$ cat src/hdl/packbits_encoder_macros.svh
// Assertion macros used by the encoder back end.
`ifndef PACKBITS_ENCODER_MACROS_SVH
`define PACKBITS_ENCODER_MACROS_SVH

// Checks that the consequent holds in the same cycle as the antecedent.
`define PKB_ASSERT_SAME(label, ante, cons, msg) \
    label: assert property (@(posedge i_clk) disable iff (!i_rst_n) (ante) |-> (cons)) \
        else $error(msg);

// Checks that the consequent holds in the cycle after the antecedent.
`define PKB_ASSERT_NEXT(label, ante, cons, msg) \
    label: assert property (@(posedge i_clk) disable iff (!i_rst_n) (ante) |=> (cons)) \
        else $error(msg);

`endif

$ cat src/hdl/pkb_pkg.sv
// Package with the shared types, constants and the lookahead decision function.
`timescale 1ns / 1ps
`default_nettype none
package pkb_pkg;

    localparam int MAX_LITERALS = 128;
    localparam int MAX_RUN      = 128;

    localparam int LIT_IDX_W = $clog2(MAX_LITERALS);
    localparam int LIT_CNT_W = $clog2(MAX_LITERALS + 1);
    localparam int RUN_W     = $clog2(MAX_RUN);
    localparam int RAM_AW    = LIT_IDX_W + 1;
    localparam int RAM_DEPTH = 2 * MAX_LITERALS;

    localparam logic [7:0] END_MARKER = 8'd128;

    localparam int QUEUE_DEPTH = 4;
    localparam int QPTR_W      = $clog2(QUEUE_DEPTH);
    localparam int QCNT_W      = $clog2(QUEUE_DEPTH + 1);

    localparam int WORD_BYTES = 8;
    localparam int ACC_CNT_W  = $clog2(WORD_BYTES);
    localparam int OUT_CNT_W  = 4;

    typedef enum logic [1:0] {
        CMD_RUN,
        CMD_LIT,
        CMD_MARK
    } t_cmd_kind;

    typedef enum logic [1:0] {
        FS_IDLE,
        FS_END_DEC,
        FS_END_FLUSH,
        FS_END_MARK
    } t_fst;

    // One entry of the command queue between the front and the back.
    typedef struct packed {
        t_cmd_kind  kind;
        logic [7:0] hdr;   // run header, or literal count minus one
        logic [7:0] sym;   // run symbol
        logic       bank;  // literal bank to read
        logic       last;  // last command caused by this item
    } t_cmd;

    typedef struct packed {
        logic              en;
        logic [RAM_AW-1:0] addr;
        logic [7:0]        data;
    } t_ram_wr;

    typedef struct packed {
        logic valid;
        logic bank;
    } t_rel;

    typedef struct packed {
        logic [RUN_W-1:0]     run_len;
        logic                 sym_we;
        logic [LIT_CNT_W-1:0] lit_cnt;
        logic                 lit_we;
        logic                 push;
        t_cmd_kind            kind;
        logic [7:0]           hdr;
    } t_dec;

    // Decides the fate of the held byte given the byte that follows it.
    function automatic t_dec pkb_decide(input logic [7:0]           c,
                                        input logic                 has_next,
                                        input logic [7:0]           nxt,
                                        input logic [RUN_W-1:0]     run_len,
                                        input logic [LIT_CNT_W-1:0] lit_cnt);
        t_dec                 d;
        logic [LIT_CNT_W-1:0] inc;
        d.run_len = run_len;
        d.sym_we  = 1'b0;
        d.lit_cnt = lit_cnt;
        d.lit_we  = 1'b0;
        d.push    = 1'b0;
        d.kind    = CMD_RUN;
        d.hdr     = 8'(10'd256 - 10'(run_len));
        inc       = LIT_CNT_W'(lit_cnt + 1'b1);
        if (has_next && (nxt == c)) begin
            if (run_len >= RUN_W'(MAX_RUN - 1)) begin
                d.push    = 1'b1;
                d.run_len = '0;
            end else begin
                d.run_len = RUN_W'(run_len + 1'b1);
                d.sym_we  = 1'b1;
                if (lit_cnt != '0) begin
                    d.push    = 1'b1;
                    d.kind    = CMD_LIT;
                    d.hdr     = 8'(lit_cnt - 1'b1);
                    d.lit_cnt = '0;
                end
            end
        end else if (run_len != '0) begin
            d.push    = 1'b1;
            d.run_len = '0;
        end else begin
            d.lit_we  = 1'b1;
            d.lit_cnt = inc;
            if (inc == LIT_CNT_W'(MAX_LITERALS)) begin
                d.push    = 1'b1;
                d.kind    = CMD_LIT;
                d.hdr     = 8'(MAX_LITERALS - 1);
                d.lit_cnt = '0;
            end
        end
        return d;
    endfunction

endpackage
`default_nettype wire

$ cat src/hdl/pkb_lit_ram.sv
// Two-bank literal store with one write port and one registered read port.
`timescale 1ns / 1ps
`default_nettype none
module pkb_lit_ram (
    input  wire logic                  i_clk,
    input  wire pkb_pkg::t_ram_wr      i_wr,
    input  wire logic [pkb_pkg::RAM_AW-1:0] i_rd_addr,
    output logic [7:0]                 o_rd_data
);
    import pkb_pkg::*;

    logic [7:0] r_mem [RAM_DEPTH];
    logic [7:0] r_rd_data;

    always_ff @(posedge i_clk) begin
        if (i_wr.en) begin
            r_mem[i_wr.addr] <= i_wr.data;
        end
        r_rd_data <= r_mem[i_rd_addr];
    end

    assign o_rd_data = r_rd_data;

endmodule
`default_nettype wire

$ cat src/hdl/pkb_cmd_fifo.sv
// Short command queue between the classifying front and the byte-emitting back.
`timescale 1ns / 1ps
`default_nettype none
module pkb_cmd_fifo (
    input  wire logic          i_clk,
    input  wire logic          i_rst_n,
    input  wire logic          i_push,
    input  wire pkb_pkg::t_cmd i_cmd,
    output logic               o_full,
    input  wire logic          i_pop,
    output logic               o_valid,
    output pkb_pkg::t_cmd      o_cmd
);
    import pkb_pkg::*;

    t_cmd              r_mem [QUEUE_DEPTH];
    logic [QPTR_W-1:0] r_wr_ptr;
    logic [QPTR_W-1:0] r_rd_ptr;
    logic [QCNT_W-1:0] r_count;
    logic [QCNT_W-1:0] n_count;

    always_comb begin
        n_count = r_count;
        if (i_push && !i_pop) begin
            n_count = QCNT_W'(r_count + 1'b1);
        end else if (i_pop && !i_push) begin
            n_count = QCNT_W'(r_count - 1'b1);
        end
    end

    always_ff @(posedge i_clk) begin
        if (i_push) begin
            r_mem[r_wr_ptr] <= i_cmd;
        end
    end

    always_ff @(posedge i_clk) begin
        if (!i_rst_n) begin
            r_wr_ptr <= '0;
            r_rd_ptr <= '0;
            r_count  <= '0;
        end else begin
            if (i_push) begin
                r_wr_ptr <= QPTR_W'(r_wr_ptr + 1'b1);
            end
            if (i_pop) begin
                r_rd_ptr <= QPTR_W'(r_rd_ptr + 1'b1);
            end
            r_count <= n_count;
        end
    end

    assign o_full  = (r_count == QCNT_W'(QUEUE_DEPTH));
    assign o_valid = (r_count != '0);
    assign o_cmd   = r_mem[r_rd_ptr];

endmodule
`default_nettype wire

$ cat src/hdl/pkb_front.sv
// Front end: accepts input items, keeps the lookahead state and queues commands.
`timescale 1ns / 1ps
`default_nettype none
module pkb_front (
    input  wire logic            i_clk,
    input  wire logic            i_rst_n,
    input  wire logic            i_valid,
    output logic                 o_ready,
    input  wire logic [7:0]      i_data,
    input  wire logic            i_has,
    input  wire logic            i_end,
    input  wire logic            i_q_full,
    output logic                 o_push,
    output pkb_pkg::t_cmd        o_cmd,
    output pkb_pkg::t_ram_wr     o_ram_wr,
    input  wire pkb_pkg::t_rel   i_rel
);
    import pkb_pkg::*;

    t_fst                 r_state,     n_state;
    logic [7:0]           r_held_byte, n_held_byte;
    logic                 r_held_valid, n_held_valid;
    logic [RUN_W-1:0]     r_run_len,   n_run_len;
    logic [7:0]           r_run_sym,   n_run_sym;
    logic [LIT_CNT_W-1:0] r_lit_cnt,   n_lit_cnt;
    logic                 r_wr_bank,   n_wr_bank;
    logic [1:0]           r_busy,      n_busy;

    t_dec dec;
    logic can_go;
    logic use_dec;
    logic last_flag;

    always_comb begin
        n_state      = r_state;
        n_held_byte  = r_held_byte;
        n_held_valid = r_held_valid;
        n_run_len    = r_run_len;
        n_run_sym    = r_run_sym;
        n_lit_cnt    = r_lit_cnt;
        n_wr_bank    = r_wr_bank;
        n_busy       = r_busy;
        o_ready      = 1'b0;
        o_push       = 1'b0;
        o_cmd        = '0;
        o_ram_wr     = '0;
        use_dec      = 1'b0;
        last_flag    = 1'b0;

        // In the idle state the held byte is judged against the new byte;
        // at the end of a stream it is judged as followed by nothing.
        dec    = pkb_decide(r_held_byte, (r_state == FS_IDLE), i_data,
                            r_run_len, r_lit_cnt);
        can_go = !i_q_full && !r_busy[r_wr_bank];

        case (r_state)
            FS_IDLE: begin
                o_ready = can_go;
                if (i_valid && can_go) begin
                    if (i_has) begin
                        use_dec      = r_held_valid;
                        n_held_byte  = i_data;
                        n_held_valid = 1'b1;
                    end
                    last_flag = !i_end;
                    if (i_end) begin
                        n_state = FS_END_DEC;
                    end
                end
            end
            FS_END_DEC: begin
                if (can_go) begin
                    use_dec = r_held_valid;
                    n_state = FS_END_FLUSH;
                end
            end
            FS_END_FLUSH: begin
                if (can_go) begin
                    if (r_lit_cnt != '0) begin
                        o_push     = 1'b1;
                        o_cmd.kind = CMD_LIT;
                        o_cmd.hdr  = 8'(r_lit_cnt - 1'b1);
                        n_lit_cnt  = '0;
                    end
                    n_state = FS_END_MARK;
                end
            end
            FS_END_MARK: begin
                if (!i_q_full) begin
                    o_push       = 1'b1;
                    o_cmd.kind   = CMD_MARK;
                    o_cmd.last   = 1'b1;
                    n_held_byte  = '0;
                    n_held_valid = 1'b0;
                    n_run_len    = '0;
                    n_run_sym    = '0;
                    n_lit_cnt    = '0;
                    n_state      = FS_IDLE;
                end
            end
            default: begin
                n_state = FS_IDLE;
            end
        endcase

        if (use_dec) begin
            n_run_len = dec.run_len;
            n_lit_cnt = dec.lit_cnt;
            if (dec.sym_we) begin
                n_run_sym = r_held_byte;
            end
            o_ram_wr.en   = dec.lit_we;
            o_ram_wr.addr = {r_wr_bank, r_lit_cnt[LIT_IDX_W-1:0]};
            o_ram_wr.data = r_held_byte;
            o_push        = dec.push;
            o_cmd.kind    = dec.kind;
            o_cmd.hdr     = dec.hdr;
            o_cmd.sym     = r_run_sym;
            o_cmd.last    = last_flag;
        end

        o_cmd.bank = r_wr_bank;

        // A queued literal flush owns its bank until the back has read it.
        if (i_rel.valid) begin
            n_busy[i_rel.bank] = 1'b0;
        end
        if (o_push && (o_cmd.kind == CMD_LIT)) begin
            n_busy[r_wr_bank] = 1'b1;
            n_wr_bank         = ~r_wr_bank;
        end
    end

    always_ff @(posedge i_clk) begin
        if (!i_rst_n) begin
            r_state      <= FS_IDLE;
            r_held_byte  <= '0;
            r_held_valid <= 1'b0;
            r_run_len    <= '0;
            r_run_sym    <= '0;
            r_lit_cnt    <= '0;
            r_wr_bank    <= 1'b0;
            r_busy       <= '0;
        end else begin
            r_state      <= n_state;
            r_held_byte  <= n_held_byte;
            r_held_valid <= n_held_valid;
            r_run_len    <= n_run_len;
            r_run_sym    <= n_run_sym;
            r_lit_cnt    <= n_lit_cnt;
            r_wr_bank    <= n_wr_bank;
            r_busy       <= n_busy;
        end
    end

endmodule
`default_nettype wire

$ cat src/hdl/pkb_back.sv
// Back end: expands queued commands into bytes and packs them into output words.
`timescale 1ns / 1ps
`default_nettype none
`include "packbits_encoder_macros.svh"
module pkb_back (
    input  wire logic                        i_clk,
    input  wire logic                        i_rst_n,
    input  wire logic                        i_q_valid,
    input  wire pkb_pkg::t_cmd               i_q_cmd,
    output logic                             o_q_pop,
    output logic [pkb_pkg::RAM_AW-1:0]       o_rd_addr,
    input  wire logic [7:0]                  i_rd_data,
    output pkb_pkg::t_rel                    o_rel,
    output logic                             o_valid,
    input  wire logic                        i_ready,
    output logic [63:0]                      o_bytes,
    output logic [pkb_pkg::OUT_CNT_W-1:0]    o_count,
    output logic                             o_last,
    output logic                             o_done
);
    import pkb_pkg::*;

    logic                 r_active;
    t_cmd                 r_cmd;
    logic [LIT_CNT_W-1:0] r_pos;
    logic [63:0]          r_acc;
    logic [ACC_CNT_W-1:0] r_acc_cnt;
    logic                 r_out_valid;
    logic [63:0]          r_out_bytes;
    logic [OUT_CNT_W-1:0] r_out_cnt;
    logic                 r_out_last;
    logic                 r_out_done;

    logic [7:0]           cur_byte;
    logic [LIT_CNT_W-1:0] final_pos;
    logic [LIT_CNT_W-1:0] pos_m1;
    logic                 cur_last;
    logic                 step_end;
    logic                 completes;
    logic                 out_free;
    logic                 adv;
    logic [63:0]          merged;

    always_comb begin
        case (r_cmd.kind)
            CMD_RUN: begin
                cur_byte  = (r_pos == '0) ? r_cmd.hdr : r_cmd.sym;
                final_pos = LIT_CNT_W'(1);
            end
            CMD_LIT: begin
                cur_byte  = (r_pos == '0) ? r_cmd.hdr : i_rd_data;
                final_pos = LIT_CNT_W'(r_cmd.hdr + 1'b1);
            end
            CMD_MARK: begin
                cur_byte  = END_MARKER;
                final_pos = '0;
            end
            default: begin
                cur_byte  = '0;
                final_pos = '0;
            end
        endcase
        pos_m1    = LIT_CNT_W'(r_pos - 1'b1);
        cur_last  = (r_pos == final_pos);
        step_end  = cur_last && r_cmd.last;
        completes = (r_acc_cnt == ACC_CNT_W'(WORD_BYTES - 1)) || step_end;
        out_free  = !r_out_valid || i_ready;
        adv       = r_active && (!completes || out_free);
        merged    = r_acc | (64'(cur_byte) << {r_acc_cnt, 3'b000});
        // Address the entry for the byte shown next cycle: the read is registered.
        o_rd_addr = {r_cmd.bank,
                     adv ? r_pos[LIT_IDX_W-1:0] : pos_m1[LIT_IDX_W-1:0]};
        o_q_pop   = !r_active && i_q_valid;
        o_rel.valid = adv && cur_last && (r_cmd.kind == CMD_LIT);
        o_rel.bank  = r_cmd.bank;
    end

    always_ff @(posedge i_clk) begin
        if (o_q_pop) begin
            r_cmd <= i_q_cmd;
        end
        if (adv && completes) begin
            r_out_bytes <= merged;
            r_out_cnt   <= OUT_CNT_W'(r_acc_cnt) + 1'b1;
            r_out_last  <= step_end;
            r_out_done  <= step_end && (r_cmd.kind == CMD_MARK);
        end
    end

    always_ff @(posedge i_clk) begin
        if (!i_rst_n) begin
            r_active    <= 1'b0;
            r_pos       <= '0;
            r_acc       <= '0;
            r_acc_cnt   <= '0;
            r_out_valid <= 1'b0;
        end else begin
            if (o_q_pop) begin
                r_active <= 1'b1;
                r_pos    <= '0;
            end else if (adv) begin
                if (cur_last) begin
                    r_active <= 1'b0;
                end
                r_pos <= LIT_CNT_W'(r_pos + 1'b1);
            end
            if (adv) begin
                if (completes) begin
                    r_acc     <= '0;
                    r_acc_cnt <= '0;
                end else begin
                    r_acc     <= merged;
                    r_acc_cnt <= ACC_CNT_W'(r_acc_cnt + 1'b1);
                end
            end
            if (adv && completes) begin
                r_out_valid <= 1'b1;
            end else if (i_ready) begin
                r_out_valid <= 1'b0;
            end
        end
    end

    assign o_valid = r_out_valid;
    assign o_bytes = r_out_bytes;
    assign o_count = r_out_cnt;
    assign o_last  = r_out_last;
    assign o_done  = r_out_done;

    `PKB_ASSERT_SAME(a_mark_ends_step, r_active && (r_cmd.kind == CMD_MARK), r_cmd.last, "end marker is not the last command of its item")
    `PKB_ASSERT_SAME(a_empty_acc_zero, r_acc_cnt == '0, r_acc == '0, "empty word accumulator holds stale bytes")
    `PKB_ASSERT_SAME(a_done_is_last, r_out_valid && r_out_done, r_out_last, "end marker word is not the last word of its item")
    `PKB_ASSERT_NEXT(a_release_idle, o_rel.valid, !r_active, "back still busy after releasing a literal bank")

endmodule
`default_nettype wire

$ cat src/hdl/packbits_encoder.sv
// Top level of the PackBits run-length encoder with packed output words.
//
//   Channel   Direction  tdata (low bit up)               tuser       tlast
//   s_axis    in         data_byte[7:0]                   has_byte    end_of_stream
//   m_axis    out        packed_bytes[63:0], byte_count   stream_done last_of_step
//                        [67:64], zero fill [71:68]
//
// An item without an end mark is taken while the command queue has room and the
// literal bank being filled is free. An end-of-stream item holds the input while the
// front queues the final decision, the literal flush and the end marker. The back
// emits one encoded byte per cycle unless a finished word is stalled at its output,
// and takes the next command only once idle: a literal flush yields its header and its
// bytes, a run its header and symbol, the end marker one byte; that byte loop sets the
// sustained rate. Reset is synchronous and active low; the literal store needs
// no clearing pass. Either side may stall at any time; a full queue or a busy literal
// bank drops s_axis tready, and a stalled output word holds the back until taken.
`timescale 1ns / 1ps
`default_nettype none
module packbits_encoder (
    input  wire logic        i_clk,
    input  wire logic        i_rst_n,
    input  wire logic        i_s_axis_tvalid,
    output logic             o_s_axis_tready,
    input  wire logic [7:0]  i_s_axis_tdata,   // data_byte
    input  wire logic        i_s_axis_tuser,   // has_byte
    input  wire logic        i_s_axis_tlast,   // end_of_stream
    output logic             o_m_axis_tvalid,
    input  wire logic        i_m_axis_tready,
    output logic [71:0]      o_m_axis_tdata,   // packed_bytes, byte_count, zero fill
    output logic             o_m_axis_tuser,   // stream_done
    output logic             o_m_axis_tlast    // last_of_step
);
    import pkb_pkg::*;

    // Front to queue.
    logic    q_push;
    t_cmd    q_in;
    logic    q_full;
    // Queue to back.
    logic    q_pop;
    logic    q_valid;
    t_cmd    q_out;
    // Literal store traffic and bank hand-back.
    t_ram_wr ram_wr;
    logic [RAM_AW-1:0] rd_addr;
    logic [7:0]        rd_data;
    t_rel    rel;
    // Output word fields.
    logic [63:0]          out_bytes;
    logic [OUT_CNT_W-1:0] out_cnt;

    // The front classifies each byte against the held lookahead byte and
    // writes literals into one bank while the back may read the other.
    pkb_front u_front (
        .i_clk    (i_clk),
        .i_rst_n  (i_rst_n),
        .i_valid  (i_s_axis_tvalid),
        .o_ready  (o_s_axis_tready),
        .i_data   (i_s_axis_tdata),
        .i_has    (i_s_axis_tuser),
        .i_end    (i_s_axis_tlast),
        .i_q_full (q_full),
        .o_push   (q_push),
        .o_cmd    (q_in),
        .o_ram_wr (ram_wr),
        .i_rel    (rel)
    );

    pkb_cmd_fifo u_fifo (
        .i_clk   (i_clk),
        .i_rst_n (i_rst_n),
        .i_push  (q_push),
        .i_cmd   (q_in),
        .o_full  (q_full),
        .i_pop   (q_pop),
        .o_valid (q_valid),
        .o_cmd   (q_out)
    );

    pkb_lit_ram u_ram (
        .i_clk     (i_clk),
        .i_wr      (ram_wr),
        .i_rd_addr (rd_addr),
        .o_rd_data (rd_data)
    );

    // The back walks each command byte by byte and packs up to eight bytes
    // per output word, closing a word early at the end of an item's output.
    pkb_back u_back (
        .i_clk     (i_clk),
        .i_rst_n   (i_rst_n),
        .i_q_valid (q_valid),
        .i_q_cmd   (q_out),
        .o_q_pop   (q_pop),
        .o_rd_addr (rd_addr),
        .i_rd_data (rd_data),
        .o_rel     (rel),
        .o_valid   (o_m_axis_tvalid),
        .i_ready   (i_m_axis_tready),
        .o_bytes   (out_bytes),
        .o_count   (out_cnt),
        .o_last    (o_m_axis_tlast),
        .o_done    (o_m_axis_tuser)
    );

    assign o_m_axis_tdata = {4'b0000, out_cnt, out_bytes};

endmodule
`default_nettype wire

$ cat config.mk
export PLATFORM = sky130hd
export DESIGN_NAME = packbits_encoder
export DESIGN_NICKNAME = d
export VERILOG_FILES = /design/src/hdl/pkb_pkg.sv /design/src/hdl/pkb_lit_ram.sv /design/src/hdl/pkb_cmd_fifo.sv /design/src/hdl/pkb_front.sv /design/src/hdl/pkb_back.sv /design/src/hdl/packbits_encoder.sv
export VERILOG_INCLUDE_DIRS = /design/src /design/src/hdl
export SDC_FILE = /design/constraint.sdc
export NUM_CORES = 2
export LEC_CHECK = 0
export BUFFER_PORTS_ARGS = -buffer_cell sky130_fd_sc_hd__clkbuf_2
export CAP_MARGIN = 20
export CORE_MARGIN = 2
export CORE_UTILIZATION = 60
export CTS_CLUSTER_SIZE = 25
export DETAILED_ROUTE_END_ITERATION = 10
export GPL_TIMING_DRIVEN = 0
export PLACE_DENSITY = 0.76
export RECOVER_POWER = 50
export SETUP_SLACK_MARGIN = 0.1
export SLEW_MARGIN = 5
export SYNTH_ARGS = -nofsm -noshare
export SYNTH_HDL_FRONTEND = slang
export SYNTH_HIERARCHICAL = 1
export SYNTH_SLANG_ARGS = --single-unit
$ cat constraint.sdc
create_clock -name i_clk -period 15.6 [get_ports i_clk]
set_clock_uncertainty 0.1 [all_clocks]
set_input_delay 1.56 -clock i_clk [delete_from_list [all_inputs] [get_ports i_clk]]
set_output_delay 1.56 -clock i_clk [all_outputs]
set_load 0.005 [all_outputs]
==> Implementation_results.wiki <==
{| class="wikitable"
! Metric !! Value
|-
| Initial core utilization || approximately three fifths
|-
| Maximum VDD drop || 0.0001533 V
|-
| Clk pin slew, worst setup/hold paths || 0.06 ns
|-
| Worst Max-Slew Pin Slew || 4.206 ns
|-
| Clock tree buffer depth || 3
|-
| Total core area || 154000 um^2
|-
| Final net count || 5375
|-
| Part of the total power dissipated in combinational logic || between 30% and 40%
|-
| Per-instance average area after synthesis || roughly 19 um^2
|-
| Failing checks || capacitance limit, slew limit
|-
| Detailed-router iteration count before antenna repair || 6
|-
| Post-synthesis cell type count || 97
|-
| Vias in the first global route || 51090
|-
| Simple logic cell fraction of the synthesized area || 4.314%
|-
| First-pass GRT wire length || 376400 um
|-
| Count of boundary I/O pins || 90
|-
| Net switching power figure || between 7 and 8 mW
|-
| Type of element launching the critical path || flop
|-
| 1st-iter DRT viols || roughly 8800
|-
| Pint || 12.70 mW
|-
| Top flip-flop cell by instance count after synthesis || sky130_fd_sc_hd__edfxtp_1
|-
| All-layer global routing usage || 34.28%
|-
| Fraction of the yosys area taken by sequential cells || about three quarters
|-
| Number of antenna violations at the first check in global routing || 15
|-
| Final estimated routing congestion in global placement || 1.003
|-
| Switching fraction of total power || 38.15%
|-
| Per-cell via count in the routed design || 7.089
|-
| Post-CTS Hold Fix Bufs || 0
|-
| Number of storage elements in the synthesis netlist || approximately 2300
|-
| Routed wirelength normalized by instance count || 35.81 um
|-
| Reg power frac || 34.9%
|-
| Main combinational cell family by area after synthesis || multiplexers
|-
| Cell with the most instances after synthesis || sky130_fd_sc_hd__edfxtp_1
|-
| Cts bufs inserted || 220
|-
| Std-Cell Rows || 144
|-
| Library cell with the largest summed area after synthesis || sky130_fd_sc_hd__edfxtp_1
|-
| Power per standard cell area || 198.4 nW/um^2
|-
| Area of the die || between 150000 and 200000 um^2
|-
| # Max-Cap Violations || 32
|-
| Largest net degree at the start of global routing || between 90 and 100
|-
| Final setup viols || 0
|-
| Worst Setup Path Type || flop to flop
|-
| Clock tree from TritonCTS || yes
|-
| Clock network fraction of design power || 25.3%
|-
| Finished Core Util || around two thirds
|-
| Synth top cells by count || sky130_fd_sc_hd__edfxtp_1 (2218), sky130_fd_sc_hd__mux4_2 (474), sky130_fd_sc_hd__nor2_1 (348)
|-
| Total number of vias || between 50000 and 60000
|-
| Layout cells sized above 1 || 18.37%
|-
| Number of instances in the synthesized netlist || 4973
|-
| Synth Area in Adders || 0.2632%
|-
| Leakage power total || 31.79 nW
|-
| Area contributors post-synth || sky130_fd_sc_hd__edfxtp_1 (71%), sky130_fd_sc_hd__mux4_2 (11%), sky130_fd_sc_hd__dfxtp_1 (2.8%)
|-
| Share of the synthesized netlist area taken by xor and xnor gates || 0.3666%
|-
| Post-CTS setup repair buffer count || 0
|-
| Min-Delay Path Class || flop to flop
|-
| RSZ-0062 raised after global routing || false
|-
| Count of yosys warnings during synthesis || 6
|-
| Number of instances resized during post-cts repair || 0
|-
| Post-route clock period utilization || 65.91%
|-
| Sum of negative setup slack || 0 ns
|-
| Buffer type at the clock tree root || sky130_fd_sc_hd__clkbuf_16
|-
| Layout overhead on the synthesized area || 11.07%
|-
| Clock insertion delay at the later pin of the skew report || 0.88 ns
|-
| Power Total || around 20 mW
|-
| Area share of the leading cell type in the synthesized netlist || 71.49%
|-
| Post-synthesis compound-gate area fraction || around 5%
|-
| Worst Path Arrival || 10.24 ns
|-
| Relative max-transition margin || -180.4%
|-
| Number of max-slew violations in the final report || 2065
|-
| Crit-path max FO || 84
|-
| Cell area after technology mapping || 93170 um^2
|-
| Count of fill cells added during filler insertion || 9674
|-
| Die extent in y || ~400 um
|-
| Combined area of the multi-input logic cells || 21650 um^2
|-
| Count of port buffers added during placement || 85
|-
| Post-DP HPWL || between 150000 and 200000 um
|-
| H-tree level count || 4
|-
| Sink Count || 2349
|-
| WL final || 271300 um
|-
| Gr ovfl total || 0
|-
| Highest clock rate || 97.26 MHz
|-
| Kind of end point of the critical path || flop
|-
| Async set-reset flop share out of synthesis || 0%
|-
| Minimum clock period after layout || between 10 and 15 ns
|-
| Share of synthesized area spent on multiplexers || about 13%
|-
| Final hold violation count || 0
|-
| Overall die width || ~400 um
|-
| Area taken by flip-flops and latches || 69230 um^2
|-
| Endpoint required time on the critical path || roughly 16 ns
|-
| Antenna Nets Post-Route || 0
|-
| Run status || finished with violations
|-
| DRC violations left || 0
|-
| EDFF count, synth || 2218
|}
[logic make-up (layout without fill, tap and decap cells)]
logic type / Yosys count / in the layout
xor+xnor: 39 / 39
mux: 649 / 649
simple gates: 841 / 841
other cells: 1 / 16
fa+ha+maj: 19 / 19
compound gates: 657 / 657
flops: 2349 / 2349
buf+inv: 418 / 962
[placed cells by master (no fill, tap or decap), types with 131 or more instances in the layout]
cell type	synthesis	final
sky130_fd_sc_hd__mux2i_1	156	156
sky130_fd_sc_hd__clkbuf_16	0	221
sky130_fd_sc_hd__clkbuf_1	167	297
sky130_fd_sc_hd__nand2_1	152	152
sky130_fd_sc_hd__mux4_2	474	474
sky130_fd_sc_hd__dfxtp_1	131	131
sky130_fd_sc_hd__a22oi_1	135	135
sky130_fd_sc_hd__nor2_1	348	348
sky130_fd_sc_hd__edfxtp_1	2218	2218
sky130_fd_sc_hd__a21oi_1	173	173
[worst paths after layout]
check                                                      from                             to  slack [ns]  depth (start not counted)
worst max-delay path            u_front/r_state[0]$_SDFFE_PN0P_  u_ram/r_mem[126][5]$_DFFE_PP_        5.32                         10
worst min-delay path              u_back/r_acc[56]$_SDFFE_PN0P_  u_back/r_acc[56]$_SDFFE_PN0P_        0.35                          2
worst max register to register  u_front/r_state[0]$_SDFFE_PN0P_  u_ram/r_mem[126][5]$_DFFE_PP_        5.32                         10
worst min register to register    u_back/r_acc[56]$_SDFFE_PN0P_  u_back/r_acc[56]$_SDFFE_PN0P_        0.35                          2
[worst max-delay path: stages (launching register included)]
cell	delay, ns
sky130_fd_sc_hd__dfxtp_1	0.34
sky130_fd_sc_hd__inv_1	0.09
sky130_fd_sc_hd__ha_1	0.14
sky130_fd_sc_hd__clkbuf_1	0.31
sky130_fd_sc_hd__a31o_2	0.24
sky130_fd_sc_hd__and4_1	0.35
sky130_fd_sc_hd__clkbuf_1	0.39
sky130_fd_sc_hd__clkbuf_1	0.29
sky130_fd_sc_hd__and2_0	1.39
sky130_fd_sc_hd__clkbuf_1	2.73
sky130_fd_sc_hd__clkbuf_1	3.00
[per-stage QoR]
| step | hold slack [ns] | instance area [um^2] | instances | setup slack, ns |
|---|---|---|---|---|
| 2_1_floorplan | 0.3228 | 93180 | 4976 | 8.864 |
| 3_3_place_gp | 0.3355 | 96160 | 7105 | 4.701 |
| 3_5_place_dp | 0.3387 | 97130 | 7149 | 7.562 |
| 4_1_cts | 0.3472 | 104100 | 7549 | 7.770 |
| 5_1_grt | 0.3655 | 103500 | 7564 | 4.709 |
| 6_report | 0.3481 | 103500 | 7576 | 5.318 |
[power by group through the flow]
stage	combinational [mW]	sequential, mW	clock [mW]
2_1_floorplan	4.45	7.26	0
3_3_place_gp	7.51	7.32	0
3_5_place_dp	7.70	7.27	0
4_1_cts	7.77	7.14	5.22
5_1_grt	8.17	7.16	5.45
6_report	8.19	7.16	5.19
[per-layer routing]
layer / track usage [%] / up-vias / share of wire [%]
met2: 49.13 / 4541 / 44
met3: 12.73 / 941 / 15
met5: 0.4237 / - / 0.034
li1: - / 20900 / -
met4: 19.62 / 14 / 6.9
met1: 45.56 / 27320 / 34
[state kept, by name, summed over array words and instances (netlist names), 4 cells and up, named ones only]
register,cells
u_back/r_pos,8
u_fifo/r_mem,80
u_back/o_count,4
u_back/r_cmd,19
u_front/r_held_byte,8
u_ram/r_mem,2048
u_ram/o_rd_data,8
u_back/o_bytes,64
u_back/r_acc,64
u_front/r_lit_cnt,8
u_front/r_run_len,7
u_front/r_run_sym,8
[area by class of cell]
cell class,instances,area share [%]
sequential,2349,66.90
multi-input combinational,2209,20.92
clock buffer,278,5.590
tap,2044,2.471
buffer,328,1.821
clock inverter,122,1.110
timing repair buffer,144,0.8343
inverter,90,0.3265
antenna,12,0.02902
Power figures use the tool's default switching activity.
